## src/mqotr_pkg.sv

```systemverilog
// Shared types, codes and default sizes for the multi-queue trace ring.
// Used by the front, command queue, back and top modules and by the port checker.
package mqotr_pkg;

    // default sizes
    localparam int QUEUES_DEF       = 4;
    localparam int DEPTH_DEF        = 64;
    localparam int PAYLOAD_BITS_DEF = 64;

    // fixed field widths
    localparam int ACTION_W   = 1;
    localparam int QID_W      = 2;
    localparam int STATUS_W   = 2;
    localparam int OCC_W      = 7;
    localparam int CFG_IDX_W  = 3;
    localparam int CFG_DATA_W = 7;
    localparam int EN_W       = 4;
    localparam int CAP_REGS   = 4;
    localparam int CAP_W      = 7;
    localparam logic [CAP_W-1:0] CAP_RST = 7'd64;

    // command queue between front and back
    localparam int CMDQ_DEPTH = 4;

    // actions
    localparam logic [ACTION_W-1:0] ACT_ENQ = 1'b0;
    localparam logic [ACTION_W-1:0] ACT_DEQ = 1'b1;

    // result status codes
    localparam logic [STATUS_W-1:0] ST_DONE     = 2'd0;
    localparam logic [STATUS_W-1:0] ST_DISABLED = 2'd1;
    localparam logic [STATUS_W-1:0] ST_EMPTY    = 2'd2;

    // register indexes
    localparam logic [CFG_IDX_W-1:0] CFG_ENABLE = 3'd0;
    localparam logic [CFG_IDX_W-1:0] CFG_CAP0   = 3'd1;
    localparam logic [CFG_IDX_W-1:0] CFG_CAP3   = 3'd4;

    // store access the back performs for one word
    typedef enum logic [1:0] {
        OP_NONE = 2'd0,
        OP_WR   = 2'd1,
        OP_RD   = 2'd2
    } t_op;

    // classified result, handed from front to back
    typedef struct packed {
        t_op                 op;
        logic [STATUS_W-1:0] status;
        logic [OCC_W-1:0]    occ;
        logic                ovw;
    } t_res;

endpackage

```

## src/mqotr_front.sv

```systemverilog
// Front end: config registers, per-queue pointers, and item classification.
// Depends on mqotr_pkg; pushes one command word per accepted item.
module mqotr_front #(
    parameter int QUEUES       = mqotr_pkg::QUEUES_DEF,
    parameter int DEPTH        = mqotr_pkg::DEPTH_DEF,
    parameter int PAYLOAD_BITS = mqotr_pkg::PAYLOAD_BITS_DEF,
    parameter int RAM_AW       = $clog2(QUEUES << $clog2(DEPTH))
) (
    input  logic                                i_clk,
    input  logic                                i_rst_n,
    // config write channel
    input  logic                                i_cfg_valid,
    input  logic [mqotr_pkg::CFG_IDX_W-1:0]     i_cfg_index,
    input  logic [mqotr_pkg::CFG_DATA_W-1:0]    i_cfg_data,
    // item channel
    input  logic                                i_in_valid,
    output logic                                o_in_stall,
    input  logic [mqotr_pkg::ACTION_W-1:0]      i_action,
    input  logic [mqotr_pkg::QID_W-1:0]         i_queue_id,
    input  logic [PAYLOAD_BITS-1:0]             i_write_data,
    // command queue push side
    input  logic                                i_cmdq_full,
    output logic                                o_push,
    output mqotr_pkg::t_res                     o_res,
    output logic [RAM_AW-1:0]                   o_addr,
    output logic [PAYLOAD_BITS-1:0]             o_data
);
    import mqotr_pkg::*;

    localparam int AW = $clog2(DEPTH);
    localparam int CW = $clog2(DEPTH + 1);
    localparam int QW = (QUEUES > 1) ? $clog2(QUEUES) : 1;

    // config registers
    logic [EN_W-1:0]  r_enable;
    logic [CAP_W-1:0] r_cap [CAP_REGS];

    // per-queue ring state
    logic [AW-1:0] r_head [QUEUES];
    logic [AW-1:0] r_tail [QUEUES];
    logic [CW-1:0] r_cnt  [QUEUES];

    logic [QW-1:0]    qi;
    logic             in_rng;
    logic             en;
    logic [CAP_W-1:0] cap_raw;
    logic [CW-1:0]    cap_eff;
    logic [AW-1:0]    head;
    logic [AW-1:0]    tail;
    logic [CW-1:0]    cnt;
    logic [CW-1:0]    head_p1;
    logic [CW-1:0]    tail_p1;
    logic [AW-1:0]    head_inc;
    logic [AW-1:0]    tail_inc;
    logic             full;
    logic             accept;
    logic [AW-1:0]    n_head;
    logic [AW-1:0]    n_tail;
    logic [CW-1:0]    n_cnt;
    logic             upd;
    logic [AW-1:0]    ptr;
    logic [CFG_IDX_W-1:0] cap_sel;

    assign o_in_stall = i_cmdq_full;
    assign accept     = i_in_valid && !i_cmdq_full;
    assign o_push     = accept;

    // lookup of the addressed queue
    always_comb begin
        qi      = QW'(i_queue_id);
        in_rng  = int'(i_queue_id) < QUEUES;
        en      = in_rng && r_enable[i_queue_id];
        cap_raw = r_cap[i_queue_id];
        if (cap_raw == '0) begin
            cap_eff = CW'(1);
        end else if (int'(cap_raw) > DEPTH) begin
            cap_eff = CW'(DEPTH);
        end else begin
            cap_eff = CW'(cap_raw);
        end
        head     = r_head[qi];
        tail     = r_tail[qi];
        cnt      = r_cnt[qi];
        head_p1  = CW'(head) + CW'(1);
        tail_p1  = CW'(tail) + CW'(1);
        head_inc = (head_p1 == cap_eff) ? '0 : AW'(head_p1);
        tail_inc = (tail_p1 == cap_eff) ? '0 : AW'(tail_p1);
        full     = (cnt == cap_eff);
    end

    // classify the item and work out the queue's next pointers
    always_comb begin
        n_head     = head;
        n_tail     = tail;
        n_cnt      = cnt;
        upd        = 1'b0;
        ptr        = tail;
        o_res.op     = OP_NONE;
        o_res.status = ST_DONE;
        o_res.occ    = '0;
        o_res.ovw    = 1'b0;
        if (!en) begin
            o_res.status = ST_DISABLED;
            o_res.occ    = in_rng ? OCC_W'(cnt) : '0;
        end else if (i_action == ACT_ENQ) begin
            // full queue: drop the oldest before writing
            upd       = 1'b1;
            ptr       = tail;
            n_tail    = tail_inc;
            n_head    = full ? head_inc : head;
            n_cnt     = full ? cnt : cnt + CW'(1);
            o_res.op  = OP_WR;
            o_res.ovw = full;
            o_res.occ = OCC_W'(n_cnt);
        end else if (cnt == '0) begin
            o_res.status = ST_EMPTY;
        end else begin
            upd       = 1'b1;
            ptr       = head;
            n_head    = head_inc;
            n_cnt     = cnt - CW'(1);
            o_res.op  = OP_RD;
            o_res.occ = OCC_W'(n_cnt);
        end
        o_addr = RAM_AW'({qi, ptr});
        o_data = i_write_data;
    end

    assign cap_sel = i_cfg_index - CFG_CAP0;

    // register file and ring pointers
    always_ff @(posedge i_clk) begin
        if (!i_rst_n) begin
            r_enable <= '0;
            for (int c = 0; c < CAP_REGS; c++) begin
                r_cap[c] <= CAP_RST;
            end
            for (int q = 0; q < QUEUES; q++) begin
                r_head[q] <= '0;
                r_tail[q] <= '0;
                r_cnt[q]  <= '0;
            end
        end else begin
            if (accept && upd) begin
                r_head[qi] <= n_head;
                r_tail[qi] <= n_tail;
                r_cnt[qi]  <= n_cnt;
            end
            // config must only be written while idle; the block does not enforce this
            if (i_cfg_valid) begin
                if (i_cfg_index == CFG_ENABLE) begin
                    r_enable <= i_cfg_data[EN_W-1:0];
                end else if (i_cfg_index <= CFG_CAP3) begin
                    r_cap[cap_sel[QID_W-1:0]] <= i_cfg_data;
                    if (int'(cap_sel[QID_W-1:0]) < QUEUES) begin
                        r_head[QW'(cap_sel[QID_W-1:0])] <= '0;
                        r_tail[QW'(cap_sel[QID_W-1:0])] <= '0;
                        r_cnt[QW'(cap_sel[QID_W-1:0])]  <= '0;
                    end
                end
            end
        end
    end

endmodule

```

## config.mk

```make
export PLATFORM = sky130hd
export DESIGN_NAME = mqotr_front
export DESIGN_NICKNAME = d
export VERILOG_FILES = /design/src/mqotr_pkg.sv /design/src/mqotr_front.sv
export SDC_FILE = /design/constraint.sdc
export NUM_CORES = 1
export LEC_CHECK = 0
export BUFFER_PORTS_ARGS = -buffer_cell sky130_fd_sc_hd__buf_4
export CORE_ASPECT_RATIO = 1.4
export CORE_MARGIN = 4
export CORE_UTILIZATION = 53
export DETAILED_ROUTE_END_ITERATION = 7
export HOLD_SLACK_MARGIN = 0.02
export PLACE_DENSITY = 0.82
export SETUP_SLACK_MARGIN = 0.02
export SYNTH_ARGS = -nofsm -noshare
export SYNTH_HDL_FRONTEND = slang
export SYNTH_SLANG_ARGS = --single-unit
```

## constraint.sdc

```tcl
create_clock -name i_clk -period 4.6 [get_ports i_clk]
set_input_delay 0.23 -clock i_clk [delete_from_list [all_inputs] [get_ports i_clk]]
set_output_delay 0.23 -clock i_clk [all_outputs]
set_load 0.01 [all_outputs]
```

Yosys cells after proc, flatten, opt, wreduce, memory -nomap -nowiden
Memory sizes are Yosys's and may differ from the RTL's.
Cells that the tools add are included.
{"block": "op_classes", "add_sub_neg": 5, "n_mul": 0, "div": 0, "magnitude_cmp": 3, "n_eq_ne": 3, "shifts": 0, "mux": 62, "bitwise_logic": 0, "n_reduce_logical": 14}
{"cell": "6-bit two-way mux", "n": 15}
{"cell": "7-bit two-way mux", "n": 11}
{"cell": "2-bit two-way mux", "n": 12}
{"cell": "6-bit OR reduction", "n": 4}
{"cell": "1-bit two-way mux", "n": 22}
{"cell": "7-bit equality test", "n": 3}
{"cell": "7-bit OR reduction", "n": 3}
{"cell": "6-bit by 1-bit adder with 7-bit output, second input constant", "n": 2}
{"cell": "7-bit zero test", "n": 2}
{"cell": "9-bit two-way mux", "n": 1}
{"cell": "7-bit by 1-bit adder with 7-bit output, second input constant", "n": 1}
{"cell": "7-bit greater-than comparator, second input constant", "n": 1}
{"cell": "7-bit by 1-bit subtractor with 7-bit output, second input constant", "n": 1}
{"cell": "3-bit <= comparator, second input constant", "n": 1}
{"cell": "3-bit zero test", "n": 1}
{"cell": "2-bit by 3-bit < comparator with 1-bit output, second input constant", "n": 1}
{"cell": "1-bit binary-select mux with 2-bit select", "n": 1}
{"cell": "1-bit logical AND", "n": 2}
{"cell": "2-bit AND reduction", "n": 1}
{"cell": "2-bit by 1-bit subtractor with 2-bit output, second input constant", "n": 1}
{"cell": "1-bit zero test", "n": 1}
{"block": "word_totals", "register_bits": 4, "latch_bits": 0, "ram_bits": 104, "mem_bits_ro": 0, "in_bits": 82, "output_inout_bits": 86, "word_cells": 92, "mem_count": 4}
{"memory": "r_cap", "depth": 4, "word_bits": 7, "read_ports": 1, "rd_clocked_by_memory_dff": 0, "wr": 4, "line": "mqotr_front.sv:36", "rtl": "logic [CAP_W-1:0] r_cap [CAP_REGS];"}
{"memory": "r_cnt", "depth": 4, "word_bits": 7, "read_ports": 1, "rd_clocked_by_memory_dff": 0, "wr": 4, "line": "mqotr_front.sv:41", "rtl": "logic [CW-1:0] r_cnt [QUEUES];"}
{"memory": "r_head", "depth": 4, "word_bits": 6, "read_ports": 1, "rd_clocked_by_memory_dff": 0, "wr": 4, "line": "mqotr_front.sv:39", "rtl": "logic [AW-1:0] r_head [QUEUES];"}
{"memory": "r_tail", "depth": 4, "word_bits": 6, "read_ports": 1, "rd_clocked_by_memory_dff": 0, "wr": 4, "line": "mqotr_front.sv:40", "rtl": "logic [AW-1:0] r_tail [QUEUES];"}

Logic depth before layout (Yosys ltp)
An unclocked memory read counts as a cell.
{"block": "depth", "ltp_word": 11, "depth_mapped": 16}

Worst setup path before layout
Ideal clock, no wire load.
{"block": "synth_path", "path_kind": "input port to flip-flop", "start": "input port i_queue_id[1] in the netlist's numbering", "end": "memory r_tail[0][5] in the netlist's numbering", "setup_ns": 0.127, "t_arrival_ns": 3.153, "required_ns": 4.473, "setup_slack_ns": 1.320, "path_stages": 12, "path_cell_list": "buf_2 -> buf_2 -> mux4_2 -> ha_1 -> inv_1 -> or4b_1 -> a21oi_1 -> o22ai_1 -> nor4_4 -> nor2_1 -> a22oi_1 -> o21ai_0"}
{"item": "start, declared", "line": "mqotr_front.sv:19", "rtl": "input logic [mqotr_pkg::QID_W-1:0] i_queue_id,"}
{"item": "end, declared", "line": "mqotr_front.sv:40"}

==> summary by stage <==
Worst setup path
The cell with the largest stage delay on the worst path is sky130_fd_sc_hd__mux4_2. The critical path class is input pin to output port. The critical path goes through buf_4 -> mux4_2 -> nor4b_1 -> a221o_1 -> o22ai_2 -> or3_1 -> nor4b_1 -> a221o_1 -> a31oi_2 -> inv_1 -> buf_4. The critical path endpoint category is an output port. The launching element type of the critical path is an input pin.

The buffering stage count on the worst path with inverters included is 3. The endpoint identified for the worst register-to-register timing path is r_head[2][5]$_SDFFE_PP0P_. The logic depth of the worst register-to-register path is 10.

In this run the worst path has a maximum fanout of 37. The critical path runs through a total of 11 cells. The reg-to-reg startpoint is r_cap[2][6]$_SDFFCE_PN1P_. The maximum cell stage delay along the critical path is 0.73 ns. The setup check on the worst reg-to-reg path leaves a slack of 1.14 ns. The family of cells with the greatest summed delay on the critical path is simple AND/OR/NAND/NOR gates. STA puts the critical path data arrival time at 3.77 ns. Data on the critical path is required at its endpoint by 4.37 ns. The worst setup path startpoint is i_queue_id[0]. The last element of the critical path is o_res[5].

STA
The number of hold violations in the final report was 0. The maximum achievable frequency is 250.1 MHz. The shortest clock period the worst path allows after layout is 3.999 ns. The slew at the pin closest to its max-slew limit is 1.136 ns. The clock skew is 0.007657 ns. The share of the clock period used by the worst path is 86.93%. Setup violations remaining at the end of the flow were counted as 0. The post-route setup TNS is 0 ns. The worst pin sits at a relative slew slack of 23.62%. The count of final max-slew check failures is 0. The tightest hold margin is 0.1583 ns.

Setup repair after global routing left no endpoint under its margin.

GRT
The met1 track demand over resource is 28.51%. The most congested layer reported by global routing is met2. The number of global-route vias before repair came to 5340. The global-route wire length before repair is 27790 um. The remaining global-route overflow is 0. The met2 track demand over resource is 41.16%. Entering global routing, the biggest net connects 38 pins. For met3 alone, demand over resource in global routing was 4.525%. The all-layer global routing usage is 24.81%. The number of antenna violations at the first check in global routing is 0.

Clock network
The total of hold buffers inserted after clock tree synthesis is 0. Post-CTS timing repair inserted 0 buffers for setup. In this run the clock root is driven by a sky130_fd_sc_hd__clkbuf_16. Buffers inserted during clock tree synthesis total 9. The buffer depth of the longest clock path is 2. The clock transition time at the flip-flop clock pins of the worst setup and hold paths is 0.07 ns.

The number of gates given a new drive strength after cts is 0. The TritonCTS clock tree is done. The clock insertion delay at the later pin of the skew report is 0.36 ns. The number of clock sinks seen by CTS is 108. The level count of the clock H-tree is 3.

Power and ir drop
Of the total power, the clock network draws 38.4%. Dividing total power by cell area gives a power density of 294.1 nW/um2. Combinational logic burns 12.1% of the power. In this run the static leakage power is 2.561 nW. The maximum VDD drop is 0.2201 mV. The part of the total power dissipated in sequential elements is 49.5%. The analysis attributes to net switching a power of 0.5534 mW.

Net switching is 27.40% of the power. The internal power is 1.466 mW.

Route
Detailed routing inserted a total of 5398 vias. The routed design has 17720 um of wire. In the final routed layout, each cell accounts on average for 21.50 um. The residual antenna-violating net count after detailed routing is 0. The total iterations of the first detailed-routing run is 6. The first routing iteration left 500 violations. In the routed layout, each cell is associated on average with a via count of 6.551. The total DRC errors in the routed layout is 0.

Logic synthesis
The Yosys step of the flow raised 0 warnings. The number of unique standard cell types used by synthesis is 78. The arithmetic-cell share of the synthesized area counting full adders, half adders and majority gates is 2.037%. The flip-flop and latch count after synthesis is 108. The post-synthesis area per instance is 9.465 um2. In the synthesized netlist, mux cells make up 10.48% of the area. The summed instance area of the synthesized netlist is 6758 um2. The number of enable-type register cells in the synthesized netlist is 28. The synthesized netlist cell count is 714. The share of flip-flops with an asynchronous set or reset after synthesis is 0%.

Of the synthesized area, sequential elements account for 36.14%. The combinational family with the most area after synthesis is simple AND/OR/NAND/NOR gates. The synthesized netlist devotes 2.592% of its cell area to XOR and XNOR gates. The most used flip-flop cell after synthesis is sky130_fd_sc_hd__dfxtp_1. Summing the areas of all and, or, nand and nor instances in the mapped netlist gives 18.79% of the synthesized area. The synthesized netlist devotes 17.92% of its cell area to compound gates. The synthesized net count is 807.

Place
The total half-perimeter wirelength after legalization and detailed placement is 12730 um. At the end of routability-driven placement, the weighted congestion stood at 1.005. The number of port buffers is 39.

Hold path
The worst min-delay path category is input pin to register.

Final layout
The number of nets in the final layout is 762. The number of filler cells placed in the layout is 1033. The number of inserted diodes is 0. In the final layout, the share of cells above drive strength 1 is 17.36%.

The area growth from synthesis to layout is 1.611%.

Die
The number of ports placed on the die boundary is 168. The core region area is 12430 um2. The die covers 14650 um2. The horizontal die dimension is 103.4 um. The number of placement rows is 48. For this configuration, the core starts out at a cell density of 54.36%. The vertical die dimension is 141.6 um.

Job
Max-cap violations in this run came to 0.

Status
The run finished with clean final reports.
==> worst min-delay path by stage <==
stage                                          from                         to  slack [ns]  cells after the start
after floorplan                       i_cfg_data[0]   r_enable[0]$_SDFFE_PN0P_        0.39                      2
after CTS                             i_cfg_data[6]  r_cap[1][6]$_SDFFCE_PN1P_        0.16                      2
final                                 i_cfg_data[6]  r_cap[1][6]$_SDFFCE_PN1P_        0.16                      2
after detailed placement  r_tail[0][2]$_SDFFE_PP0P_  r_tail[0][2]$_SDFFE_PP0P_        0.44                      2
after global routing                  i_cfg_data[6]  r_cap[2][6]$_SDFFCE_PN1P_        0.17                      2
after global placement     r_cnt[2][3]$_SDFFE_PP0P_   r_cnt[2][3]$_SDFFE_PP0P_        0.43                      2
==> through the flow <==
step                instance area, um2  power (mW)  instances  setup WS (ns)  utilization (%)
floorplan                         6758       1.254        714          1.320                -
global placement                  6575       1.256        808         0.6826            52.89
detailed placement                6575       1.262        808         0.5997            52.89
CTS                               6867       2.019        824         0.5925            55.23
global route                      6867       2.080        824         0.3128            55.23
finish                            6867       2.020        824         0.6012            55.23
==> layout by cell type (no fill, tap or decap), drive strengths merged, types with 18 or more instances in the layout <==
master	count
a21oi	18
a22o	28
and2	27
buf	51
dfxtp	80
edfxtp	28
inv	22
mux4	26
nand2	82
nand3	22
nor2	43
o21ai	50
==> power groups by stage <==
stage          clock, mW  sequential (mW)  combinational (mW)
3_3_place_gp           0             1.02               0.236
6_report           0.775            0.999               0.245
4_1_cts            0.778            0.999               0.241
3_5_place_dp           0             1.02               0.240
5_1_grt            0.816             1.00               0.263
2_1_floorplan          0             1.02               0.236
==> synthesized netlist by cell type, drive strengths merged (3+ instances only) <==
library cell | n | area share, %
buf | 89 | 10
nand2 | 82 | 4.6
dfxtp | 80 | 24
o21ai | 50 | 3.8
nor2 | 43 | 2.4
a22o | 28 | 3.6
edfxtp | 28 | 12
and2 | 27 | 2.5
mux4 | 26 | 8.9
nand3 | 22 | 1.6
a21oi | 18 | 1.3
clkbuf | 18 | 1.0
inv | 16 | 0.89
nor3 | 14 | 1.1
xnor2 | 14 | 1.8
nor2b | 13 | 1.2
and3 | 12 | 1.3
ha | 11 | 2.0
a22oi | 9 | 1.1
o31ai | 9 | 1.2
or2 | 7 | 0.65
a211oi | 6 | 0.74
a21boi | 6 | 0.67
mux2 | 6 | 1.0
nand2b | 6 | 0.56
xor2 | 6 | 0.78
nand4 | 5 | 0.46
or3 | 5 | 0.46
a221o | 4 | 0.59
a31oi | 4 | 0.68
mux2i | 4 | 0.59
o21a | 4 | 0.44
o221ai | 4 | 0.61
o22ai | 4 | 0.46
o2bb2ai | 4 | 0.52
nand4b | 3 | 0.39
==> area by class of cell <==
| type | count | area, um2 | share of cell area, % |
|---|---|---|---|
| inverters | 16 | 60.06 | 0.8746 |
| multi-input cells | 483 | 3502 | 51.00 |
| repair buffers | 51 | 382.9 | 5.576 |
| clock buffers | 9 | 225.2 | 3.280 |
| clock inverters | 7 | 66.31 | 0.9657 |
| flip-flops and latches | 108 | 2442 | 35.57 |
| well taps | 150 | 187.7 | 2.733 |
==> routing by layer <==
metal,vias up,part of all wire [%],routed length (um)
li1,2442,-,-
met1,2589,36,6409
met2,274,51,9000
met3,93,6.9,1214
met4,0,6.2,1093
met5,-,0,0
==> registers in the layout (all words and copies together) (netlist names) <==
| register | count |
|---|---|
| r_tail | 24 |
| r_head | 24 |
| r_cap | 28 |
| r_enable | 4 |
| r_cnt | 28 |
==> logic make-up (layout without fill, tap and decap cells) <==
logic type	count (synthesis)	count (layout)
muxes	36	36
DFF	108	108
AOI/OAI and AO/OA	166	166
buffers and inverters	123	83
adders and majority gates	11	11
xor gates and xnor gates	20	20
and+or+nand+nor	250	250
No activity file was read; power rests on OpenSTA's default activity.
