--- src/mqotr_pkg.sv ---
// Shared types, codes and default sizes for the multi-queue trace ring.
// Used by the front, command queue, back and top modules and by the port checker.
package mqotr_pkg;

    // default sizes
    localparam int QUEUES_DEF       = 4;
    localparam int DEPTH_DEF        = 64;
    localparam int PAYLOAD_BITS_DEF = 64;

    // fixed field widths
    localparam int ACTION_W   = 1;
    localparam int QID_W      = 2;
    localparam int STATUS_W   = 2;
    localparam int OCC_W      = 7;
    localparam int CFG_IDX_W  = 3;
    localparam int CFG_DATA_W = 7;
    localparam int EN_W       = 4;
    localparam int CAP_REGS   = 4;
    localparam int CAP_W      = 7;
    localparam logic [CAP_W-1:0] CAP_RST = 7'd64;

    // command queue between front and back
    localparam int CMDQ_DEPTH = 4;

    // actions
    localparam logic [ACTION_W-1:0] ACT_ENQ = 1'b0;
    localparam logic [ACTION_W-1:0] ACT_DEQ = 1'b1;

    // result status codes
    localparam logic [STATUS_W-1:0] ST_DONE     = 2'd0;
    localparam logic [STATUS_W-1:0] ST_DISABLED = 2'd1;
    localparam logic [STATUS_W-1:0] ST_EMPTY    = 2'd2;

    // register indexes
    localparam logic [CFG_IDX_W-1:0] CFG_ENABLE = 3'd0;
    localparam logic [CFG_IDX_W-1:0] CFG_CAP0   = 3'd1;
    localparam logic [CFG_IDX_W-1:0] CFG_CAP3   = 3'd4;

    // store access the back performs for one word
    typedef enum logic [1:0] {
        OP_NONE = 2'd0,
        OP_WR   = 2'd1,
        OP_RD   = 2'd2
    } t_op;

    // classified result, handed from front to back
    typedef struct packed {
        t_op                 op;
        logic [STATUS_W-1:0] status;
        logic [OCC_W-1:0]    occ;
        logic                ovw;
    } t_res;

endpackage

--- src/mqotr_cmdq.sv ---
// Short command queue between front and back, built from flops.
// Depends on mqotr_pkg for its depth.
module mqotr_cmdq #(
    parameter int WIDTH = 8
) (
    input  logic             i_clk,
    input  logic             i_rst_n,
    input  logic             i_push,
    input  logic [WIDTH-1:0] i_wdata,
    output logic             o_full,
    input  logic             i_pop,
    output logic             o_empty,
    output logic [WIDTH-1:0] o_rdata
);
    import mqotr_pkg::*;

    localparam int PW = $clog2(CMDQ_DEPTH);

    logic [WIDTH-1:0] r_slot [CMDQ_DEPTH];
    logic [PW-1:0]    r_wp;
    logic [PW-1:0]    r_rp;
    logic [PW:0]      r_cnt;
    logic [PW:0]      n_cnt;

    assign o_full  = (r_cnt == (PW+1)'(CMDQ_DEPTH));
    assign o_empty = (r_cnt == '0);
    assign o_rdata = r_slot[r_rp];

    always_comb begin
        n_cnt = r_cnt;
        if (i_push && !i_pop) begin
            n_cnt = r_cnt + 1'b1;
        end else if (!i_push && i_pop) begin
            n_cnt = r_cnt - 1'b1;
        end
    end

    // payload slots
    always_ff @(posedge i_clk) begin
        if (i_push) begin
            r_slot[r_wp] <= i_wdata;
        end
    end

    // pointers and fill count
    always_ff @(posedge i_clk) begin
        if (!i_rst_n) begin
            r_wp  <= '0;
            r_rp  <= '0;
            r_cnt <= '0;
        end else begin
            if (i_push) begin
                r_wp <= r_wp + 1'b1;
            end
            if (i_pop) begin
                r_rp <= r_rp + 1'b1;
            end
            r_cnt <= n_cnt;
        end
    end

endmodule

--- config.mk ---
export PLATFORM = sky130hd
export DESIGN_NAME = mqotr_cmdq
export DESIGN_NICKNAME = d
export VERILOG_FILES = /design/src/mqotr_pkg.sv /design/src/mqotr_cmdq.sv
export SDC_FILE = /design/constraint.sdc
export NUM_CORES = 1
export LEC_CHECK = 0
export ABC_AREA = 1
export BUFFER_PORTS_ARGS = -buffer_cell sky130_fd_sc_hd__buf_4
export CORE_MARGIN = 1.5
export CORE_UTILIZATION = 45
export CTS_CLUSTER_DIAMETER = 40
export DETAILED_ROUTE_END_ITERATION = 7
export GPL_TIMING_DRIVEN = 0
export PLACE_DENSITY = 0.78
export SYNTH_ARGS = -nofsm -noshare
export SYNTH_HDL_FRONTEND = slang
export SYNTH_SLANG_ARGS = --single-unit
--- constraint.sdc ---
create_clock -name i_clk -period 1.1 [get_ports i_clk]
set_input_delay 0.22 -clock i_clk [delete_from_list [all_inputs] [get_ports i_clk]]
set_output_delay 0.22 -clock i_clk [all_outputs]
set_load 0.01 [all_outputs]
# Word level (Yosys, flattened, before mapping)
# Memories as Yosys holds them, arrays and structs flattened. A register that Yosys moved wholly into a read port is not among the register bits.
# Index checks and enable logic that the tools add are counted.
[op_classes] add_sub_neg=4 mul=0 n_div=0 order_cmp=0 n_eq_ne=1 shifts=0 mux=6 bitwise_logic=0 reduce_logical=6
[op_table] op="two-way mux 3 bit" n=2
[op_table] op="adder 2 x 1 -> 2 bit (second input constant)" n=2
[op_table] op="two-way mux 2 bit" n=2
[op_table] op="adder 3 x 1 -> 3 bit (second input constant)" n=1
[op_table] op="== test 3 bit (second input constant)" n=1
[op_table] op="logical NOT 3 bit" n=1
[op_table] op="subtractor 3 x 1 -> 3 bit (second input constant)" n=1
[op_table] op="logical AND 1 bit" n=2
[op_table] op="logical NOT 1 bit" n=2
[op_table] op="two-way mux 1 bit" n=2
[op_table] op="nonzero test 2 bit" n=1
[word_totals] regBits=7 latch_bits=0 ram_bits=32 rom_bits=0 in_bits=12 output_inout_bits=10 elab_cells=21 mem_count=1
[mem_list] memory="r_slot" words=4 word_bits=8 read_ports=1 rd_clocked_by_memory_dff=1 write_ports=1 line_no="mqotr_cmdq.sv:19" text="logic [WIDTH-1:0] r_slot [CMDQ_DEPTH];"

# Logic depth before layout (Yosys ltp)
# Gate-level depths: netlist of run 1.
[depth] ltp_word=4 mapped_depth=10 depth_no_buf=10

# Worst setup path after synthesis of run 1
# Ideal clock, no wire load.
[synth_timing] path_type="input port to flip-flop" start="in i_pop" end="reg r_cnt[2]" setup_ps=110 arrival_ps=1097 required_ps=990 path_slack_ps=-107 stages=10 path_buffers=0 path_cell_list="inv_1 -> ha_1 -> inv_1 -> fa_1 -> inv_1 -> nand2_1 -> nand3_1 -> nand2_1 -> inv_1 -> nor2_1"
[synth_via] elab_chain_len=3 word_cells_on_any_way=5 classes_between="1 x mux; 4 x reduce/logical"
[synth_rtl] element="from (decl)" line_no="mqotr_cmdq.sv:11" text="input logic i_pop,"
[synth_rtl] element="logical NOT 1 bit" line_no="mqotr_cmdq.sv:31" text="if (i_push && !i_pop) begin"
[synth_rtl] element="logical AND 1 bit" line_no="mqotr_cmdq.sv:31"
[synth_rtl] element="two-way mux 3 bit / nonzero test 2 bit (equally long branches)"
[synth_rtl] element="to (signal assigned)" line_no="mqotr_cmdq.sv:58" text="r_cnt <= n_cnt;"
[synth_rtl] element="to (decl)" line_no="mqotr_cmdq.sv:22" text="logic [PW:0] r_cnt;"
# Parallel ways exist; a longest one is shown, timed or not.
# A chain may end at the register's enable or synchronous reset.

==> flow_metrics.tcl, run 1 <==
set metrics [dict create \
    arrival_ns 1.35 \
    die_x_um 63.3 \
    regArea_mm2 0.00117 \
    clock_path_buffers 2 \
    hold_buffers 0 \
    wl_per_cell_um 16.2 \
    violations "setup timing" \
    hp-class "input port to flip-flop" \
    p_per_area_mw_per_mm2 1390 \
    cts_tree "done" \
    die-area_mm2 0.00401 \
    period_needed_ns 1.57 \
    drtIter0Drc 30 \
    reg2reg_to "r_cnt[2]$_SDFFE_PN0P_" \
    cp_top_family "buffers and inverters" \
    rsz0062_at_grt "yes" \
    ios 22 \
    post-route-period-util_pct 143 \
    relSlewSlack_pct 84.0 \
    crit_required_ns 0.88 \
    root_buffer "clkbuf_4" \
    worstSetupPathType "flip-flop to primary output" \
    cpPeakStageDelay_ns 0.38 \
    n_fill_cell 265 \
    avgViaCountPerCell 5.15 \
    path_cells "buf_12 -> buf_6 -> o21ai_2 -> o22ai_2 -> buf_4" \
    coreArea_mm2 0.00342 \
    postRouteAntennaNets 0 \
    crit_cells 5 \
    synth_fp_nets 152 \
    grt_pass1_wl_um 5640 \
    port_buffers 21 \
    netlist_instances 134 \
    ys_types 18 \
    die_h_um 63.3 \
    drt-total-wl_um 3520 \
    fmax_mhz 636 \
    cp-start-kind "flip-flop" \
    synth_area_mm2 0.00164 \
    post-route-util_pct 67.7 \
    clock_latency_ns 0.34 \
    synthDominantCellAreaShare_pct 58.7 \
    status "finished with violations" \
    first_global_vias 1220 \
    drv_cap 0 \
    yosysWarnings 0 \
    worst_pin_slew_ns 0.238 \
    critical_path_buf_inv_count 3 \
    crit_end "o_rdata[4]" \
    synth_top_area_cell "edfxtp_1" \
    avgSynthCellArea_um2 12.2 \
    power_mw 3.21 \
    drtPass1Iterations 4 \
    p_leak_nw 0.848 \
    reg2reg_depth 6 \
    dr_total_vias 1118 \
    synth-seq-area-share_pct 69.7 \
    clk_pin_slew_ns 0.12 \
    htreeDepth 2 \
    synth_area_leaders "edfxtp_1 59%, dfxtp_1 11%, o21ai_0 5.5%" \
    multiInputGateArea_um2 614 \
    grt_max_degree 13 \
    drv_slew 0 \
    cp-end-kind "primary output" \
    grt_use_total_pct 19.4 \
    dpl.hpwl_um 2100 \
    skew_ns 0.0128 \
    r2r_start "r_cnt[0]$_SDFFE_PN0P_" \
    antenna_found_initial 0 \
    initial_core_util_pct 47.9 \
    gp_congestion 0.717 \
    crit_fanout 5 \
    remaining_drc_errors 0 \
    row_count 21 \
    cts.sinks 41 \
    hold_viol 0 \
    synth-seq-cells 41 \
    area_growth_pct 41.2 \
    final_cell_mix "32 x edfxtp_1, 24 x buf_4, 13 x nor2_1" \
    layout_commonest_cell "edfxtp_1" \
    nets 188 \
    drive_gt1_share_pct 55.0 \
    slowest_stage "dfxtp_4" \
    overflow 0 \
    rrSetupSlack_ns -0.09 \
    cts_buffers 5 \
    final-setup-viol-count 28 \
    vdd_ir_drop_max_v 0.000825 \
    diodes 0 \
    setup_ws_ns -0.472 \
]
## worst reg2reg max path: stages (launching register included)
cell     delay (ns)
dfxtp_4        0.38
fa_2           0.42
nand2_2        0.09
nand3_2        0.07
nand2_1        0.05
inv_1          0.03
nor2_1         0.08
## metrics by stage
stage          area, µm²  TNS, ns  setup slack (ns)  cells  hold slack, ns
3_5_place_dp        1880    -7.45            -0.300    201           0.422
3_3_place_gp        1880    -5.58            -0.254    201           0.419
6_report            2310    -4.77            -0.472    217          0.0709
2_1_floorplan       1660  -0.0496           -0.0307    134           0.319
5_1_grt             2310    -6.94            -0.541    217          0.0480
4_1_cts             2250    -5.29            -0.486    217          0.0571
## cells in the mapped netlist
master / instances
nor2_2: 2
a21oi_1: 4
inv_2: 1
nand4_1: 1
o21ai_0: 18
buf_6: 2
o21ai_1: 2
nand3_1: 1
nor3_1: 2
nor2_1: 19
o21ai_2: 2
nand2_1: 9
o22ai_1: 8
dfxtp_1: 9
inv_1: 16
ha_1: 5
edfxtp_1: 32
fa_1: 1
## report_power, final
group / switching [mW] / total, mW / leakage (nW) / internal, mW
registers: 0.0799 / 1.84 / 0.373 / 1.76
logic: 0.312 / 0.626 / 0.443 / 0.314
clock network: 0.433 / 0.748 / 0.0326 / 0.316
total: 0.825 / 3.21 / 0.848 / 2.39
## metal layers
| metal | wire length, µm | vias to the layer above | global-route usage, % |
|---|---|---|---|
| met4 | 101 | 0 | 8.70 |
| li1 | - | 541 | - |
| met5 | 0 | - | 0 |
| met3 | 206 | 11 | 6.07 |
| met1 | 1260 | 527 | 20.0 |
| met2 | 1940 | 39 | 35.9 |
## layout make-up
| type | count | share of cell area, % |
|---|---|---|
| Tap cell | 46 | 2.49 |
| Inverter | 17 | 4.55 |
| Buffer | 2 | 1.30 |
| Sequential cell | 41 | 50.5 |
| Timing Repair Buffer | 29 | 12.0 |
| Multi-Input combinational cell | 74 | 26.6 |
| Clock buffer | 8 | 2.54 |
## kinds of logic after synthesis
| group | Yosys count | share of synthesized area (%) |
|---|---|---|
| AND/OR/NAND/NOR | 34 | 8.49 |
| AO/OA/AOI/OAI | 34 | 11.5 |
| adder cells (fa/ha/maj) | 6 | 5.05 |
| flip-flops | 41 | 69.7 |
| buffers and inverters | 19 | 5.28 |
## worst min-delay path by stage
stage,cells after the start,end,from
3_3_place_gp,1,r_slot[0][1]$_DFFE_PP_,i_wdata[1]
6_report,1,r_slot[0][0]$_DFFE_PP_,i_wdata[0]
5_1_grt,1,r_slot[3][2]$_DFFE_PP_,i_wdata[2]
4_1_cts,1,r_slot[2][0]$_DFFE_PP_,i_wdata[0]
2_1_floorplan,0,r_slot[0][0]$_DFFE_PP_,i_wdata[0]
3_5_place_dp,1,r_slot[0][3]$_DFFE_PP_,i_wdata[3]
## registers in the layout (all words and copies together), names as in the netlist, named ones only
register,count
r_cnt,3
r_rp,2
r_slot,32
r_wp,2
## timing repair
item,4_1_cts,5_1_grt
setup endpoints to repair,44,44
gates cloned,2,0
pin swaps,21,8
buffers inserted,6,0
resized for setup,72,19
Note: power is estimated with default switching activity, not from simulation.
==> run 2, diff against run 1 <==
- SETUP_SLACK_MARGIN: not set -> 0.1
==> run 2 against run 1 <==
Against the previous run: the run still ends with setup timing left; global-route usage is 1.1 points lower; sequential cell count stayed put; via count is 0.81% lower; critical path type unchanged; critical endpoint is now o_rdata[7]; largest power group unchanged; highest routed layer unchanged.
==> flow_metrics.tcl, run 2 (synthesis gave the netlist of run 1 again) <==
set metrics [dict create \
    nets 189 \
    drt-total-wl_um 3280 \
    setup_ws_ns -0.446 \
    clock_path_buffers 2 \
    path_cells "clkinvlp_4 -> o21ai_2 -> o22ai_2 -> buf_4" \
    remaining_drc_errors 0 \
    hp-class "input port to flip-flop" \
    die_h_um 63.3 \
    clock_latency_ns 0.33 \
    n_fill_cell 253 \
    worst_pin_slew_ns 0.260 \
    antenna_found_initial 0 \
    post-route-period-util_pct 141 \
    cts.sinks 41 \
    critical_path_buf_inv_count 2 \
    slowest_stage "dfxtp_4" \
    status "finished with violations" \
    worstSetupPathType "flip-flop to primary output" \
    reg2reg_to "r_cnt[2]$_SDFFE_PN0P_" \
    relSlewSlack_pct 82.5 \
    skew_ns 0.00785 \
    final_cell_mix "32 x edfxtp_1, 28 x buf_4, 18 x nor2_1" \
    port_buffers 21 \
    htreeDepth 2 \
    grt_pass1_wl_um 5420 \
    hold_buffers 0 \
    violations "setup timing" \
    grt_max_degree 13 \
    layout_commonest_cell "edfxtp_1" \
    fmax_mhz 647 \
    min_to "r_slot[3][0]$_DFFE_PP_" \
    dr_total_vias 1109 \
    drv_slew 0 \
    stdcell_count 218 \
    ios 22 \
    largest_register_ffs 32 \
    crit_fanout 8 \
    arrival_ns 1.33 \
    rrSetupSlack_ns -0.07 \
    reg2reg_depth 7 \
    wl_per_cell_um 15.0 \
    vdd_ir_drop_max_v 0.000895 \
    pre_cts_ws_ns -0.292 \
    cts_tree "done" \
    p_per_area_mw_per_mm2 1360 \
    area_growth_pct 40.7 \
    placed_area_mm2 0.00193 \
    gp_congestion 0.752 \
    drtPass1Iterations 4 \
    postRouteAntennaNets 0 \
    initial_core_util_pct 47.9 \
    worstHoldStart "i_wdata[0]" \
    row_count 21 \
    r2r_start "r_cnt[1]$_SDFFE_PN0P_" \
    hold_viol 0 \
    cts_buffers 5 \
    final-setup-viol-count 12 \
    regMostFlops "r_slot" \
    cp-start-kind "flip-flop" \
    clk_pin_slew_ns 0.11 \
    grt_use_total_pct 18.4 \
    regArea_mm2 0.00116 \
    crit_required_ns 0.88 \
    overflow 0 \
    fin_area_mm2 0.00230 \
    avgViaCountPerCell 5.09 \
    period_needed_ns 1.55 \
    placed_cells 201 \
    die_x_um 63.3 \
    multiInputGateArea_um2 631 \
    post-route-util_pct 67.4 \
    rsz0062_at_grt "yes" \
    cpPeakStageDelay_ns 0.39 \
    drv_cap 0 \
    cp_top_family "flip-flops" \
    drive_gt1_share_pct 56.4 \
    dpl.hpwl_um 2060 \
    top_regs "r_slot (32), r_cnt (3)" \
    min_path_cells 1 \
    whs_ns 0.0791 \
    diodes 0 \
    coreArea_mm2 0.00342 \
    finalSetupTns_ns -3.81 \
    drtIter0Drc 42 \
    cp-end-kind "primary output" \
    p_leak_nw 0.881 \
    first_global_vias 1152 \
    root_buffer "clkbuf_4" \
    power_mw 3.12 \
    die-area_mm2 0.00401 \
]
[run 2: cell count changes in the layout (fill, tap and decap cells not counted), moves of 3 or more]
cell,before,now
inv_8,0,5
nor2_1,13,18
o22ai_1,5,0
o22ai_2,3,8
buf_4,24,28
nor2_4,4,0
o21ai_1,3,7
o21ai_0,7,4
[run 2: routing by layer]
layer	track usage (%)	up-vias	part of all wire, %
li1	-	545	-
met1	21.4	534	41
met2	33.4	28	54
met3	5.00	2	4.8
met4	4.89	0	0.43
met5	0	-	0
[run 2: timing repair]
action / in CTS / in global routing
gates resized for setup: 68 / 17
setup endpoints to repair: 45 / 45
buffers inserted: 7 / 1
endpoints found under the hold margin: 0 / 0
cloned: 1 / 0
pin swaps: 11 / 6
[run 2: power by group]
part	internal (mW)	leakage (nW)	total [mW]	switching (mW)
Sequential	1.75	0.373	1.82	0.0671
Clock	0.244	0.0320	0.680	0.436
Combinational	0.300	0.476	0.621	0.321
Total	2.30	0.881	3.12	0.824
[run 2: worst max-delay path by stage]
| stage | start | to | cells past startpoint |
|---|---|---|---|
| 3_3_place_gp | flip-flop | o_rdata[6] | 4 |
| 4_1_cts | flip-flop | o_rdata[0] | 4 |
| 3_5_place_dp | i_pop | r_cnt[2]$_SDFFE_PN0P_ | 11 |
| 5_1_grt | flip-flop | o_rdata[2] | 4 |
| 2_1_floorplan | i_pop | r_cnt[2]$_SDFFE_PN0P_ | 10 |
| 6_report | flip-flop | o_rdata[7] | 4 |
[run 2: worst register-to-register path, delay by kind of cell, from the launching register on]
kind / cells / cell delay [ns]
DFF: 1 / 0.39
adders and majority gates: 1 / 0.38
and+or+nand+nor: 4 / 0.19
buffers and inverters: 2 / 0.12
[run 2: cell type report]
type / count / area share [%]
inverters: 17 / 5.33
repair buffers: 30 / 10.8
clock buffers: 6 / 1.79
multi-input cells: 74 / 27.4
flip-flops and latches: 41 / 50.6
clock inverters: 2 / 0.435
well taps: 46 / 2.50
plain buffers: 2 / 1.14
==> run 3, diff against run 2 <==
- ABC_CLOCK_PERIOD_IN_PS: not set -> 1500
- PLACE_DENSITY: 0.78 -> 0.76
- clock period: 1.1 -> 1.5 ns (I/O delays scaled with it)
==> run 3 against run 2 <==
Against the previous run: the flow still finishes with violations (setup timing); sequential cell count stayed put; combinational power is 42% lower; worst hold slack better by 0.087 ns; clock power is 13% lower; non-clock buffer count is 5 lower; sequential power is 27% lower; via count is 2.4% lower; global-route usage is 1.3 points lower; critical endpoint is now o_rdata[5]; largest cell class unchanged.
==> flow_metrics.tcl, run 3 (synthesis gave the netlist of run 1 again) <==
set metrics [dict create \
    status "finished with violations" \
    violations "setup timing" \
    relSlewSlack_pct 75.1 \
    first_global_vias 1150 \
    die-area_mm2 0.00401 \
    worstSetupPathType "flip-flop to primary output" \
    die_x_um 63.3 \
    setup_ws_ns -0.0853 \
    whs_ns 0.166 \
    hold_buffers 0 \
    drtIter0Drc 66 \
    wl_per_cell_um 14.5 \
    cp-start-kind "flip-flop" \
    clock_path_buffers 2 \
    drv_cap 0 \
    post-route-util_pct 61.0 \
    row_count 21 \
    drt-total-wl_um 3080 \
    grt_use_total_pct 17.1 \
    rsz0062_at_grt "yes" \
    crit_required_ns 1.20 \
    fmax_mhz 631 \
    cts.sinks 41 \
    ios 22 \
    gp_congestion 0.724 \
    largest_register_ffs 32 \
    vdd_ir_drop_max_v 0.000657 \
    die_h_um 63.3 \
    coreArea_mm2 0.00342 \
    dr_total_vias 1082 \
    avgViaCountPerCell 5.08 \
    p_leak_nw 0.832 \
    cts_buffers 5 \
    regMostFlops "r_slot" \
    overflow 0 \
    arrival_ns 1.29 \
    area_growth_pct 27.2 \
    htreeDepth 2 \
    placed_cells 201 \
    final_cell_mix "32 x edfxtp_1, 20 x buf_4, 15 x inv_1, 15 x nor2_1, 9 x nand2_1" \
    grt_max_degree 13 \
    drv_slew 0 \
    cp-end-kind "primary output" \
    worst_pin_slew_ns 0.373 \
    drtPass1Iterations 4 \
    grt_pass1_wl_um 5180 \
    layout_commonest_cell "edfxtp_1" \
    nets 184 \
    top_regs "r_slot (32), r_cnt (3)" \
    skew_ns 0.00959 \
    remaining_drc_errors 0 \
    final-setup-viol-count 8 \
    stdcell_count 213 \
    post-route-period-util_pct 106 \
    postRouteAntennaNets 0 \
    crit_fanout 5 \
    initial_core_util_pct 47.9 \
    diodes 0 \
    root_buffer "clkbuf_4" \
    drive_gt1_share_pct 36.5 \
    clock_latency_ns 0.32 \
    port_buffers 21 \
    dpl.hpwl_um 2110 \
    cts_tree "done" \
    p_per_area_mw_per_mm2 1100 \
    period_needed_ns 1.59 \
    hp-class "input port to flip-flop" \
    hold_viol 0 \
    antenna_found_initial 0 \
    clk_pin_slew_ns 0.11 \
]
run 3: cell types whose count changed in the layout (fill, tap and decap cells not counted), moves of 3 or more:
cell	change
o22ai_2	-5
buf_4	-8
inv_2	-3
inv_1	+10
o22ai_1	+5
o21ai_0	+4
dfxtp_4	-4
ha_1	+5
nand2_2	-3
nor2_1	-3
inv_8	-5
nand2_4	-4
nand2_1	+7
ha_4	-5
run 3: path summary, 6_finish.rpt:
path                         from                endpoint  slack (ns)  depth (start not counted)
max reg2reg  r_wp[0]$_SDFFE_PN0P_  r_slot[0][7]$_DFFE_PP_        0.22                          4
min reg2reg  r_rp[1]$_SDFFE_PN0P_    r_rp[1]$_SDFFE_PN0P_        0.46                          1
max                     flip-flop              o_rdata[5]       -0.09                          5
min                    i_wdata[1]  r_slot[3][1]$_DFFE_PP_        0.17                          1
run 3: area by class of cell:
cell class | count | area [µm²]
fillers | 275 | 1330
flip-flops and latches | 41 | 1150
multi-input cells | 74 | 475
repair buffers | 25 | 223
inverters | 17 | 73.8
clock buffers | 7 | 65.1
well taps | 46 | 57.6
plain buffers | 2 | 30.0
clock inverters | 1 | 5.00
run 3: worst max-delay path: stages, from the launching register on:
cell and delay (ns):
dfxtp_4 0.41, inv_6 0.06, buf_6 0.13, o21ai_2 0.13, o22ai_2 0.09, buf_4 0.15
run 3: what timing repair did:
item	CTS	global route
gates resized for setup	31	14
pin swaps	7	3
setup endpoints to repair	8	10
gates cloned	1	0
buffers inserted	3	0
run 3: stage by stage:
step / cell area [µm²] / setup slack (ns) / total power [mW] / setup TNS, ns
3_3_place_gp: 1850 / 0.0460 / 1.62 / 0
6_report: 2080 / -0.0853 / 2.28 / -0.468
3_5_place_dp: 1850 / -0.0326 / 1.65 / -0.0326
4_1_cts: 2040 / -0.0899 / 2.28 / -0.624
2_1_floorplan: 1640 / 0.213 / 1.50 / 0
5_1_grt: 2080 / -0.137 / 2.40 / -1.01
run 3: power by group:
| group | leakage (nW) | internal, mW | switching, mW | total (mW) |
|---|---|---|---|---|
| combinational | 0.420 | 0.172 | 0.189 | 0.361 |
| sequential | 0.371 | 1.29 | 0.0441 | 1.33 |
| clock | 0.0413 | 0.272 | 0.317 | 0.589 |
| total | 0.832 | 1.73 | 0.550 | 2.28 |
run 3: metal layers:
metal | GRT usage [%] | share of wire [%]
met1 | 19.5 | 41
met2 | 30.9 | 55
met3 | 3.75 | 3.9
met4 | 7.07 | 0.75
met5 | 0 | 0
